--- src/rtl/spa_pkg.sv ---
// ----------------------------------------------------------------------------
// spa_pkg
// shared types, widths and codes of the segment pool allocator
// ----------------------------------------------------------------------------
package spa_pkg;

  localparam int MAX_SEG  = 64;
  localparam int IDX_W    = $clog2(MAX_SEG);
  localparam int CNT_W    = $clog2(MAX_SEG + 1);
  localparam int ADDR_W   = 16;
  localparam int LEN_W    = ADDR_W + 1;
  localparam int POOL_MAX = 1 << ADDR_W;
  localparam int PADDR_W  = 3;

  // operations
  localparam logic [1:0] OP_ALLOC = 2'd0;
  localparam logic [1:0] OP_FREE  = 2'd1;
  localparam logic [1:0] OP_QUERY = 2'd2;
  localparam logic [1:0] OP_UNDEF = 2'd3;  // behaves as a query

  // result status
  localparam logic [1:0] ST_OK      = 2'd0;
  localparam logic [1:0] ST_NOFIT   = 2'd1;
  localparam logic [1:0] ST_FULL    = 2'd2;
  localparam logic [1:0] ST_UNKNOWN = 2'd3;

  // fit strategies
  localparam logic [1:0] FIT_FIRST = 2'd0;
  localparam logic [1:0] FIT_BEST  = 2'd1;
  localparam logic [1:0] FIT_WORST = 2'd2;
  localparam logic [1:0] FIT_NEXT  = 2'd3;

  // register indexes
  localparam logic REG_FIT  = 1'b0;
  localparam logic REG_POOL = 1'b1;

  typedef struct packed {
    logic [ADDR_W-1:0] start;
    logic [LEN_W-1:0]  len;
    logic              used;
  } entry_t;

  typedef struct packed {
    logic [1:0]  operation;
    logic [16:0] req_size;
    logic [15:0] address;
  } in_word_t;

  typedef struct packed {
    logic [1:0]  status;
    logic [15:0] block_offset;
    logic [16:0] free_bytes;
    logic [6:0]  hole_count;
    logic [16:0] largest_hole;
    logic [6:0]  small_hole_count;
    logic        probe_allocated;
  } out_word_t;

  typedef struct packed {
    logic [1:0]       fit_strategy;
    logic [LEN_W-1:0] pool_size;
    logic             pool_wr;
    logic [LEN_W-1:0] pool_new;
  } cfg_t;

  // cursor after removing entry k from a table of cnt entries
  function automatic logic [IDX_W-1:0] drop_cursor(input logic [IDX_W-1:0] cur,
                                                   input logic [CNT_W-1:0] k,
                                                   input logic [CNT_W-1:0] cnt);
    logic [IDX_W-1:0] c;
    c = cur;
    if ({1'b0, c} >= k && c != '0) begin
      c = c - IDX_W'(1);
    end
    if ({1'b0, c} >= cnt - CNT_W'(1)) begin
      c = '0;
    end
    return c;
  endfunction

endpackage

--- src/rtl/spa_regs.sv ---
// ----------------------------------------------------------------------------
// spa_regs
// configuration registers behind the apb-style port
// ----------------------------------------------------------------------------
module spa_regs (
  input  logic                        clk,
  input  logic                        rst,
  input  logic                        psel,
  input  logic                        penable,
  input  logic                        pwrite,
  input  logic [spa_pkg::PADDR_W-1:0] paddr,
  input  logic [31:0]                 pwdata,
  output logic [31:0]                 prdata,
  output logic                        pready,
  output spa_pkg::cfg_t               cfg
);

  logic                        wr;
  logic [1:0]                  fit_strategy;
  logic [spa_pkg::LEN_W-1:0]   pool_size;
  logic [spa_pkg::LEN_W-1:0]   raw;
  logic [spa_pkg::LEN_W-1:0]   pool_new;

  assign pready = 1'b1;
  assign wr     = psel && penable && pwrite;
  assign raw    = pwdata[spa_pkg::LEN_W-1:0];

  // clamp into 1 .. pool max
  always_comb begin
    if (raw == '0) begin
      pool_new = spa_pkg::LEN_W'(1);
    end else if (raw > spa_pkg::LEN_W'(spa_pkg::POOL_MAX)) begin
      pool_new = spa_pkg::LEN_W'(spa_pkg::POOL_MAX);
    end else begin
      pool_new = raw;
    end
  end

  always_ff @(posedge clk) begin
    if (rst) begin
      fit_strategy <= spa_pkg::FIT_FIRST;
      pool_size    <= spa_pkg::LEN_W'(spa_pkg::POOL_MAX);
    end else if (wr) begin
      unique case (paddr[2])
        spa_pkg::REG_FIT:  fit_strategy <= pwdata[1:0];
        spa_pkg::REG_POOL: pool_size    <= pool_new;
        default: ;
      endcase
    end
  end

  always_comb begin
    unique case (paddr[2])
      spa_pkg::REG_FIT:  prdata = {30'd0, fit_strategy};
      spa_pkg::REG_POOL: prdata = {{(32 - spa_pkg::LEN_W){1'b0}}, pool_size};
      default:           prdata = '0;
    endcase
  end

  assign cfg.fit_strategy = fit_strategy;
  assign cfg.pool_size    = pool_size;
  assign cfg.pool_wr      = wr && (paddr[2] == spa_pkg::REG_POOL);
  assign cfg.pool_new     = pool_new;

endmodule

--- src/rtl/segment_pool_allocator.sv ---
// ----------------------------------------------------------------------------
// segment_pool_allocator
// variable partition allocator with first, best, worst and next fit
// ----------------------------------------------------------------------------
// The segment table (start, length, used) lives in one synchronous memory
// with a registered read; a sequencer walks it. Every word takes one pass
// over the n live segments to pick or find an entry, an optional shift of
// the entries above the split or merge point, a write-back, and a second
// pass that gathers free bytes, hole count and largest hole, with n at most
// 64. A word is accepted only while the sequencer is idle; a finished
// result waits in the output register while the next word is taken.
// Writing pool_size rewrites entry 0 at once and resets the table; after
// reset the init state writes entry 0.
// ----------------------------------------------------------------------------
module segment_pool_allocator (
  input  logic                        clk,
  input  logic                        rst,
  input  logic                        in_valid,
  output logic                        in_stall,
  input  spa_pkg::in_word_t           in_data,
  output logic                        out_valid,
  input  logic                        out_stall,
  output spa_pkg::out_word_t          out_data,
  input  logic                        psel,
  input  logic                        penable,
  input  logic                        pwrite,
  input  logic [spa_pkg::PADDR_W-1:0] paddr,
  input  logic [31:0]                 pwdata,
  output logic [31:0]                 prdata,
  output logic                        pready
);

  localparam int IW = spa_pkg::IDX_W;
  localparam int CW = spa_pkg::CNT_W;
  localparam int LW = spa_pkg::LEN_W;

  // sequencer states
  localparam logic [3:0] S_INIT   = 4'd0;
  localparam logic [3:0] S_IDLE   = 4'd1;
  localparam logic [3:0] S_SCAN   = 4'd2;
  localparam logic [3:0] S_DECIDE = 4'd3;
  localparam logic [3:0] S_SHUP   = 4'd4;
  localparam logic [3:0] S_SHDN   = 4'd5;
  localparam logic [3:0] S_WR1    = 4'd6;
  localparam logic [3:0] S_WR2    = 4'd7;
  localparam logic [3:0] S_STAT   = 4'd8;
  localparam logic [3:0] S_DONE   = 4'd9;

  spa_pkg::cfg_t cfg;

  spa_regs u_regs (
    .clk     (clk),
    .rst     (rst),
    .psel    (psel),
    .penable (penable),
    .pwrite  (pwrite),
    .paddr   (paddr),
    .pwdata  (pwdata),
    .prdata  (prdata),
    .pready  (pready),
    .cfg     (cfg)
  );

  // segment table memory
  spa_pkg::entry_t mem [spa_pkg::MAX_SEG];
  spa_pkg::entry_t rdata;
  logic            we;
  logic [IW-1:0]   wa;
  spa_pkg::entry_t wd;
  logic [IW-1:0]   ra;

  always_ff @(posedge clk) begin
    if (we) begin
      mem[wa] <= wd;
    end
    rdata <= mem[ra];
  end

  // control state
  logic [3:0]    state;
  logic [CW-1:0] count;
  logic [IW-1:0] cursor;
  logic [CW-1:0] ic;        // read issue pointer
  logic          rd_vld;
  logic [IW-1:0] rd_idx;
  logic          issue;

  // captured word
  logic [1:0]        op;
  logic [LW-1:0]     req;
  logic [15:0]       addr;

  // scan results
  logic              sel_found;
  logic [IW-1:0]     sel_idx;
  spa_pkg::entry_t   sel_e;
  logic              alt_found;   // first fit overall, next-fit wrap
  logic [IW-1:0]     alt_idx;
  spa_pkg::entry_t   alt_e;
  logic              hit_found;
  logic [IW-1:0]     hit_idx;
  spa_pkg::entry_t   hit_e;
  spa_pkg::entry_t   hit_prev;
  logic              next_ok;
  spa_pkg::entry_t   next_e;
  spa_pkg::entry_t   prev_e;
  logic [6:0]        small_cnt;
  logic              owner_used;

  // chosen segment for split
  logic [IW-1:0]     s_idx;
  spa_pkg::entry_t   s_e;
  logic [1:0]        drop_d;

  // stats pass
  logic [LW-1:0]     fbytes;
  logic [6:0]        holes;
  logic [LW-1:0]     largest;
  logic [1:0]        status;
  logic [15:0]       offset;

  // decide logic
  logic              ch_found;
  logic [IW-1:0]     ch_idx;
  spa_pkg::entry_t   ch_e;
  logic              fit_ok;
  logic              need_split;
  logic              pf;
  logic              nf;
  logic [IW-1:0]     mg_wa;
  spa_pkg::entry_t   mg_wd;
  logic [CW-1:0]     mg_base;
  logic [1:0]        mg_d;
  logic [IW-1:0]     mg_cursor;
  logic [CW-1:0]     k_ext;

  spa_pkg::entry_t   cur_e;
  logic              fits;

  assign in_stall = (state != S_IDLE);
  assign cur_e    = rdata;
  assign fits     = !cur_e.used && (cur_e.len >= req);

  always_comb begin
    // next fit wraps to the first fit overall
    if (cfg.fit_strategy == spa_pkg::FIT_NEXT && !sel_found) begin
      ch_found = alt_found;
      ch_idx   = alt_idx;
      ch_e     = alt_e;
    end else begin
      ch_found = sel_found;
      ch_idx   = sel_idx;
      ch_e     = sel_e;
    end
    fit_ok     = ch_found && (req != '0) && (ch_e.len >= req);
    need_split = ch_e.len > req;

    // merge plan for a free
    k_ext = {1'b0, hit_idx};
    pf    = hit_found && (hit_idx != '0) && !hit_prev.used;
    nf    = next_ok && !next_e.used;
    mg_wd = hit_e;
    mg_wd.used = 1'b0;
    mg_wa   = hit_idx;
    mg_base = k_ext;
    mg_d    = 2'd0;
    mg_cursor = cursor;
    if (pf && nf) begin
      mg_wa      = hit_idx - IW'(1);
      mg_wd      = hit_prev;
      mg_wd.len  = hit_prev.len + hit_e.len + next_e.len;
      mg_d       = 2'd2;
      mg_cursor  = spa_pkg::drop_cursor(
                     spa_pkg::drop_cursor(cursor, k_ext, count), k_ext, count - CW'(1));
    end else if (pf) begin
      mg_wa      = hit_idx - IW'(1);
      mg_wd      = hit_prev;
      mg_wd.len  = hit_prev.len + hit_e.len;
      mg_d       = 2'd1;
      mg_cursor  = spa_pkg::drop_cursor(cursor, k_ext, count);
    end else if (nf) begin
      mg_wd.len  = hit_e.len + next_e.len;
      mg_base    = k_ext + CW'(1);
      mg_d       = 2'd1;
      mg_cursor  = spa_pkg::drop_cursor(cursor, k_ext + CW'(1), count);
    end
  end

  // read issue
  always_comb begin
    case (state)
      S_SCAN, S_STAT, S_SHDN: issue = (ic < count);
      S_SHUP:                 issue = (ic > {1'b0, s_idx});
      default:                issue = 1'b0;
    endcase
    ra = ic[IW-1:0];
  end

  // memory write port
  always_comb begin
    we = 1'b0;
    wa = '0;
    wd = '0;
    if (cfg.pool_wr) begin
      // table reset to one free segment
      we     = 1'b1;
      wd.len = cfg.pool_new;
    end else begin
      case (state)
        S_INIT: begin
          we     = 1'b1;
          wd.len = cfg.pool_size;
        end
        S_DECIDE: begin
          if (op == spa_pkg::OP_ALLOC && fit_ok && !need_split) begin
            we      = 1'b1;
            wa      = ch_idx;
            wd      = ch_e;
            wd.used = 1'b1;
          end else if (op == spa_pkg::OP_FREE && hit_found) begin
            we = 1'b1;
            wa = mg_wa;
            wd = mg_wd;
          end
        end
        S_SHUP: begin
          we = rd_vld;
          wa = rd_idx + IW'(1);
          wd = rdata;
        end
        S_SHDN: begin
          we = rd_vld;
          wa = rd_idx - IW'(drop_d);
          wd = rdata;
        end
        S_WR1: begin
          // split-off remainder
          we       = 1'b1;
          wa       = s_idx + IW'(1);
          wd.start = s_e.start + req[15:0];
          wd.len   = s_e.len - req;
          wd.used  = 1'b0;
        end
        S_WR2: begin
          we       = 1'b1;
          wa       = s_idx;
          wd.start = s_e.start;
          wd.len   = req;
          wd.used  = 1'b1;
        end
        default: ;
      endcase
    end
  end

  always_ff @(posedge clk) begin
    if (rst) begin
      state     <= S_INIT;
      count     <= CW'(1);
      cursor    <= '0;
      rd_vld    <= 1'b0;
      out_valid <= 1'b0;
      ic        <= '0;
    end else begin
      rd_vld <= issue;
      rd_idx <= ic[IW-1:0];
      if (issue) begin
        ic <= (state == S_SHUP) ? ic - CW'(1) : ic + CW'(1);
      end
      if (out_valid && !out_stall) begin
        out_valid <= 1'b0;
      end
      if (cfg.pool_wr) begin
        count  <= CW'(1);
        cursor <= '0;
      end

      unique case (state)
        S_INIT: state <= S_IDLE;

        S_IDLE: begin
          if (in_valid) begin
            op         <= in_data.operation;
            req        <= in_data.req_size;
            addr       <= in_data.address;
            sel_found  <= 1'b0;
            alt_found  <= 1'b0;
            hit_found  <= 1'b0;
            next_ok    <= 1'b0;
            small_cnt  <= '0;
            owner_used <= 1'b0;
            status     <= spa_pkg::ST_OK;
            offset     <= '0;
            ic         <= '0;
            state      <= S_SCAN;
          end
        end

        S_SCAN: begin
          if (rd_vld) begin
            prev_e <= cur_e;
            // fit selection per strategy, lowest address wins ties
            case (cfg.fit_strategy)
              spa_pkg::FIT_FIRST: begin
                if (fits && !sel_found) begin
                  sel_found <= 1'b1; sel_idx <= rd_idx; sel_e <= cur_e;
                end
              end
              spa_pkg::FIT_BEST: begin
                if (fits && (!sel_found || cur_e.len < sel_e.len)) begin
                  sel_found <= 1'b1; sel_idx <= rd_idx; sel_e <= cur_e;
                end
              end
              spa_pkg::FIT_WORST: begin
                if (!cur_e.used && (!sel_found || cur_e.len > sel_e.len)) begin
                  sel_found <= 1'b1; sel_idx <= rd_idx; sel_e <= cur_e;
                end
              end
              default: begin
                if (fits && !sel_found && rd_idx >= cursor) begin
                  sel_found <= 1'b1; sel_idx <= rd_idx; sel_e <= cur_e;
                end
              end
            endcase
            if (fits && !alt_found) begin
              alt_found <= 1'b1; alt_idx <= rd_idx; alt_e <= cur_e;
            end
            // free lookup and its neighbors
            if (cur_e.used && cur_e.start == addr && !hit_found) begin
              hit_found <= 1'b1;
              hit_idx   <= rd_idx;
              hit_e     <= cur_e;
              hit_prev  <= prev_e;
            end
            if (hit_found && rd_idx == hit_idx + IW'(1)) begin
              next_ok <= 1'b1;
              next_e  <= cur_e;
            end
            // query statistics
            if (!cur_e.used && cur_e.len <= req) begin
              small_cnt <= small_cnt + 7'd1;
            end
            if (cur_e.start <= addr) begin
              owner_used <= cur_e.used;
            end
          end
          if (!issue && !rd_vld) begin
            state <= S_DECIDE;
          end
        end

        S_DECIDE: begin
          fbytes  <= '0;
          holes   <= '0;
          largest <= '0;
          state   <= S_STAT;
          ic      <= '0;
          if (op == spa_pkg::OP_ALLOC) begin
            if (!fit_ok) begin
              status <= spa_pkg::ST_NOFIT;
            end else if (need_split) begin
              if (count >= CW'(spa_pkg::MAX_SEG)) begin
                status <= spa_pkg::ST_FULL;
              end else begin
                s_idx  <= ch_idx;
                s_e    <= ch_e;
                offset <= ch_e.start;
                ic     <= count - CW'(1);
                state  <= S_SHUP;
              end
            end else begin
              offset <= ch_e.start;
              cursor <= ({1'b0, ch_idx} + CW'(1) < count) ? ch_idx + IW'(1) : '0;
            end
          end else if (op == spa_pkg::OP_FREE) begin
            if (!hit_found) begin
              status <= spa_pkg::ST_UNKNOWN;
            end else if (mg_d != 2'd0) begin
              drop_d <= mg_d;
              cursor <= mg_cursor;
              ic     <= mg_base + CW'(mg_d);
              state  <= S_SHDN;
            end
          end
        end

        S_SHUP: begin
          if (!issue && !rd_vld) begin
            state <= S_WR1;
          end
        end

        S_SHDN: begin
          if (!issue && !rd_vld) begin
            count <= count - CW'(drop_d);
            ic    <= '0;
            state <= S_STAT;
          end
        end

        S_WR1: state <= S_WR2;

        S_WR2: begin
          // cursor moves to the remainder together with the grown count
          count  <= count + CW'(1);
          cursor <= s_idx + IW'(1);
          ic     <= '0;
          state  <= S_STAT;
        end

        S_STAT: begin
          if (rd_vld && !cur_e.used) begin
            fbytes <= fbytes + cur_e.len;
            holes  <= holes + 7'd1;
            if (cur_e.len > largest) begin
              largest <= cur_e.len;
            end
          end
          if (!issue && !rd_vld) begin
            state <= S_DONE;
          end
        end

        S_DONE: begin
          // hand over once the output register is free
          if (!out_valid || !out_stall) begin
            out_valid                 <= 1'b1;
            out_data.status           <= status;
            out_data.block_offset     <= offset;
            out_data.free_bytes       <= fbytes;
            out_data.hole_count       <= holes;
            out_data.largest_hole     <= largest;
            out_data.small_hole_count <=
              (op == spa_pkg::OP_ALLOC || op == spa_pkg::OP_FREE) ? 7'd0 : small_cnt;
            out_data.probe_allocated  <=
              (op == spa_pkg::OP_ALLOC || op == spa_pkg::OP_FREE) ? 1'b0 : owner_used;
            state <= S_IDLE;
          end
        end

        default: state <= S_IDLE;
      endcase
    end
  end

`ifndef NO_ASSERTIONS
  // table never empty and never past its capacity
  a_count_range: assert property (@(posedge clk) disable iff (rst)
    count != '0 && count <= CW'(spa_pkg::MAX_SEG))
    else $error("segment count out of range");

  // next-fit cursor always points at a live entry
  a_cursor_live: assert property (@(posedge clk) disable iff (rst)
    {1'b0, cursor} < count)
    else $error("fit cursor past table end");

  // reported free space never exceeds the pool
  a_free_bound: assert property (@(posedge clk) disable iff (rst)
    out_valid |-> out_data.free_bytes <= cfg.pool_size)
    else $error("free bytes exceed pool size");
`endif

endmodule

--- config.mk ---
export PLATFORM = sky130hd
export DESIGN_NAME = segment_pool_allocator
export DESIGN_NICKNAME = d
export VERILOG_FILES = /design/src/rtl/spa_pkg.sv /design/src/rtl/spa_regs.sv /design/src/rtl/segment_pool_allocator.sv
export SDC_FILE = /design/constraint.sdc
export NUM_CORES = 2
export LEC_CHECK = 0
export BUFFER_PORTS_ARGS = -buffer_cell sky130_fd_sc_hd__buf_2
export CAP_MARGIN = 15
export CORE_MARGIN = 3
export CORE_UTILIZATION = 55
export DETAILED_ROUTE_END_ITERATION = 6
export GPL_TIMING_DRIVEN = 0
export PLACE_DENSITY = 0.71
export SLEW_MARGIN = 20
export SYNTH_ARGS = -nofsm -noshare
export SYNTH_HDL_FRONTEND = slang
export SYNTH_SLANG_ARGS = --single-unit
--- constraint.sdc ---
create_clock -name clk -period 8 [get_ports clk]
set_input_delay 0.8 -clock clk [delete_from_list [all_inputs] [get_ports clk]]
set_output_delay 0.8 -clock clk [all_outputs]
set_load 0.01 [all_outputs]
==> metrics.md <==
| Metric | Value |
|---|---|
| Critical Path AT | `8480 ps` |
| Hold crit path type | `input port to flop` |
| # clock sinks | `2678` |
| CTS Buf Count | `slightly below 300` |
| Layout cells sized above 1 | `25.3%` |
| Tot GR Track Use | `between 30% and 40%` |
| Cell count after synthesis | `~5900` |
| Final Critical Period | `approximately 7800 ps` |
| Total Wirelength | `around 340 mm` |
| Async SR Flop Fraction | `0%` |
| Worst Hold Depth | `1` |
| Least-Margin Pin Slew | `about 1200 ps` |
| Initial drt markers | `around 9600` |
| First-pass GRT wire length | `roughly 470 mm` |
| CP Class | `flop to flop` |
| Vias in the first global route | `just over 60000` |
| Worst skew pair latency | `960 ps` |
| Critical Path Source Type | `flop` |
| Largest net degree at the start of global routing | `55` |
| HPWL Detailed | `235 mm` |
| Largest area contributor in the netlist | `edfxtp_1` |
| Die height | `457 um` |
| Final setup fails | `0` |
| Number of synthesized register bits | `approximately 2700` |
| Worst hold path endpoint | `addr[9]` |
| FMAX | `between 100 and 150 MHz` |
| Ys flop type | `edfxtp_1` |
| Worst reg2reg path depth | `29` |
| Worst reg2reg setup slack | `around 240 ps` |
| Htree depth | `5` |
| Hold Vio Cnt, Final | `0` |
| Clock root cell | `clkbuf_16` |
| Fin util | `between 60% and 70%` |
| # IOs | `about 180` |
| CP max stage delay | `between 800 and 900 ps` |
| RR Startpoint | `count[0]` |
| Final ANT Viol Nets | `0` |
| TNS Setup | `0 ps` |
| Port Buffers | `145` |
| Initial antenna violation count | `28` |
| Commonest non-fill, non-tap cells in the layout | `2599 x edfxtp_1, 714 x mux4_2, 297 x clkbuf_16` |
| Synthesis Warnings | `0` |
| Post-Syn Area | `about 110000 sq um` |
| DR vias | `62500` |
| Max Root-Sink Buffers | `4` |
| Unique cell type count in the Yosys netlist | `94` |
| Register area share after synthesis | `a little under three quarters` |
| Hold Crit Start | `in_data[9]` |
| Worst vdd ir | `around 0.26 mV` |
| Slowest-stage cell, CP | `xnor2_1` |
| Die area | `208000 sq um` |
| Pleak | `44.8 nW` |
| DR WL/cell | `about 36 um` |
| Commonest non-fill, non-tap cell in the layout | `edfxtp_1` |
| Max-slew headroom | `roughly 18%` |
| Worst Skew | `between 70 and 80 ps` |
| Row count | `approximately 160` |
| Final slew viol count | `0` |
| Routed vias/inst | `~6.7` |
| Grt total ovfl | `0` |
| Post-synth EDFFs | `between 2000 and 3000` |
| Mapped Avg Cell Area | `19.1 sq um` |
| DRC | `11` |
| Core ar. | `201000 sq um` |
| Failing checks | `design-rule violations` |
| Max-Cap Viols | `0` |
| Most used cell, CP | `ha_1` |
| Final nets | `slightly below 7000` |
| RD Place Congestion | `roughly 0.98` |
| RSZ-0062 raised after global routing | `false` |
| Final clock period utilization by the worst path | `a little over nine tenths` |
| Data required time of the worst path | `between 8000 and 9000 ps` |
| Clock input transition at the sequential cells of the worst setup and hold paths | `approximately 60 ps` |
| Initial Util | `a little under three fifths` |
| Power per cell area | `233 nW/um^2` |
| CTS tree | `built` |
| P&R area growth vs syn | `16.1%` |
| Status | `complete, but fails checks` |
| Synth area leaders | `edfxtp_1 70%, mux4_2 14%, ha_1 3.1%` |
| Synth top area share | `around 70%` |
| DIE WIDTH | `~460 um` |
| Reg2Reg Capture Point | `cursor[0]` |
| DRT Pass-1 Iters | `7` |
| CP Capture Type | `flop` |
| Critical Path Fanout Max | `10` |
[cell usage after synthesis, drive strengths merged (12+ instances only)]
cell type / instances
a211oi: 18
a21o: 59
a21oi: 210
a221oi: 18
a22oi: 19
a31oi: 22
and2: 46
and3: 39
buf: 97
clkbuf: 175
dfxtp: 79
edfxtp: 2599
ha: 275
inv: 158
mux2: 34
mux2i: 30
mux4: 714
nand2: 207
nand2b: 34
nand3: 65
nand4: 32
nor2: 252
nor2b: 28
nor3: 52
nor4: 16
o211ai: 28
o21a: 35
o21ai: 121
o22ai: 20
o31ai: 12
or3: 18
xnor2: 114
xor2: 51
[flip-flops by register name (all words and copies together), names as in the netlist, 16 cells and up]
signal            count
sel_e                33
hit_e                33
req                  17
out_data             67
hit_prev             34
fbytes               17
next_e               18
prev_e               34
mem                2176
largest              17
addr                 16
u_regs.pool_size     17
cur_e                34
alt_e                33
s_e                  33
offset               16
[where the power goes]
part / internal (mW) / switching (mW)
clock network: 7.53 / 5.37
registers: 15.4 / 0.243
logic: 0.621 / 1.02
total: 23.5 / 6.63
[worst max path at each step]
stage                                 startpoint           to  slack, ps  depth (start not counted)
after floorplan                         state[3]  out_data[0]       1170                          6
after global placement    u_regs.fit_strategy[0]  mem[30][13]      -5980                         14
after detailed placement              hit_idx[0]    cursor[0]       -640                         35
after CTS                              cursor[0]    cursor[0]         90                         35
after global routing                  hit_idx[4]    cursor[0]         40                         33
final                                   count[0]    cursor[0]        240                         29
[layout make-up]
cell class,instances,area (sq um)
flip-flops and latches,2678,79600
fillers,13100,71200
clock inverters,123,1170
multi-input cells,2756,31300
clock buffers,367,7770
inverters,160,601
well taps,2656,3320
plain buffers,272,1160
repair buffers,344,4640
diodes,14,35.0
[cells by family (layout without fill, tap and decap cells)]
group,after synthesis,after routing,synth area share (%)
flops,2678,2678,71.3
simple gates,829,829,3.54
mux,778,778,15.0
compound gates,683,683,4.05
buf+inv,432,1266,1.52
fa+ha+maj,284,284,3.24
xor+xnor,166,166,1.31
other cells,2,30,0.00673
[through the flow]
stage                     std cells  hold WS [ps]  total power [mW]  worst slack [ps]  area, sq um
final                          9370          55.3              30.2               244       130000
after floorplan                5866           400              16.7              1170       112000
after CTS                      9348          1.37              30.2              92.8       129000
after detailed placement       8846           405              17.5              -644       120000
after global routing           9357          24.6              30.9              39.3       130000
after global placement         8667           400              17.4             -5980       116000
[critical path, delay by kind of cell, from the launching register on]
kind	cells	cell delay [ps]
xor gates and xnor gates	1	840
AOI/OAI and AO/OA	14	2550
buffers and inverters	3	1020
and+or+nand+nor	6	1040
DFF	1	570
adders and majority gates	4	1280
muxes	1	240
[metal layers]
layer	vias to the layer above	global-route usage, %	routed length, um
li1	25300	-	-
met1	32400	43.6	123000
met2	4014	49.0	154000
met3	870	7.42	35700
met4	10	18.4	22800
met5	-	0	59
[repair_timing]
item	CTS	global route
setup endpoints to repair	6	4
resized for setup	6	7
hold buffers	12	0
setup buffers	0	5
pin swaps	0	2
endpoints found under the hold margin	12	0
No activity file was read; power rests on OpenSTA's default activity.
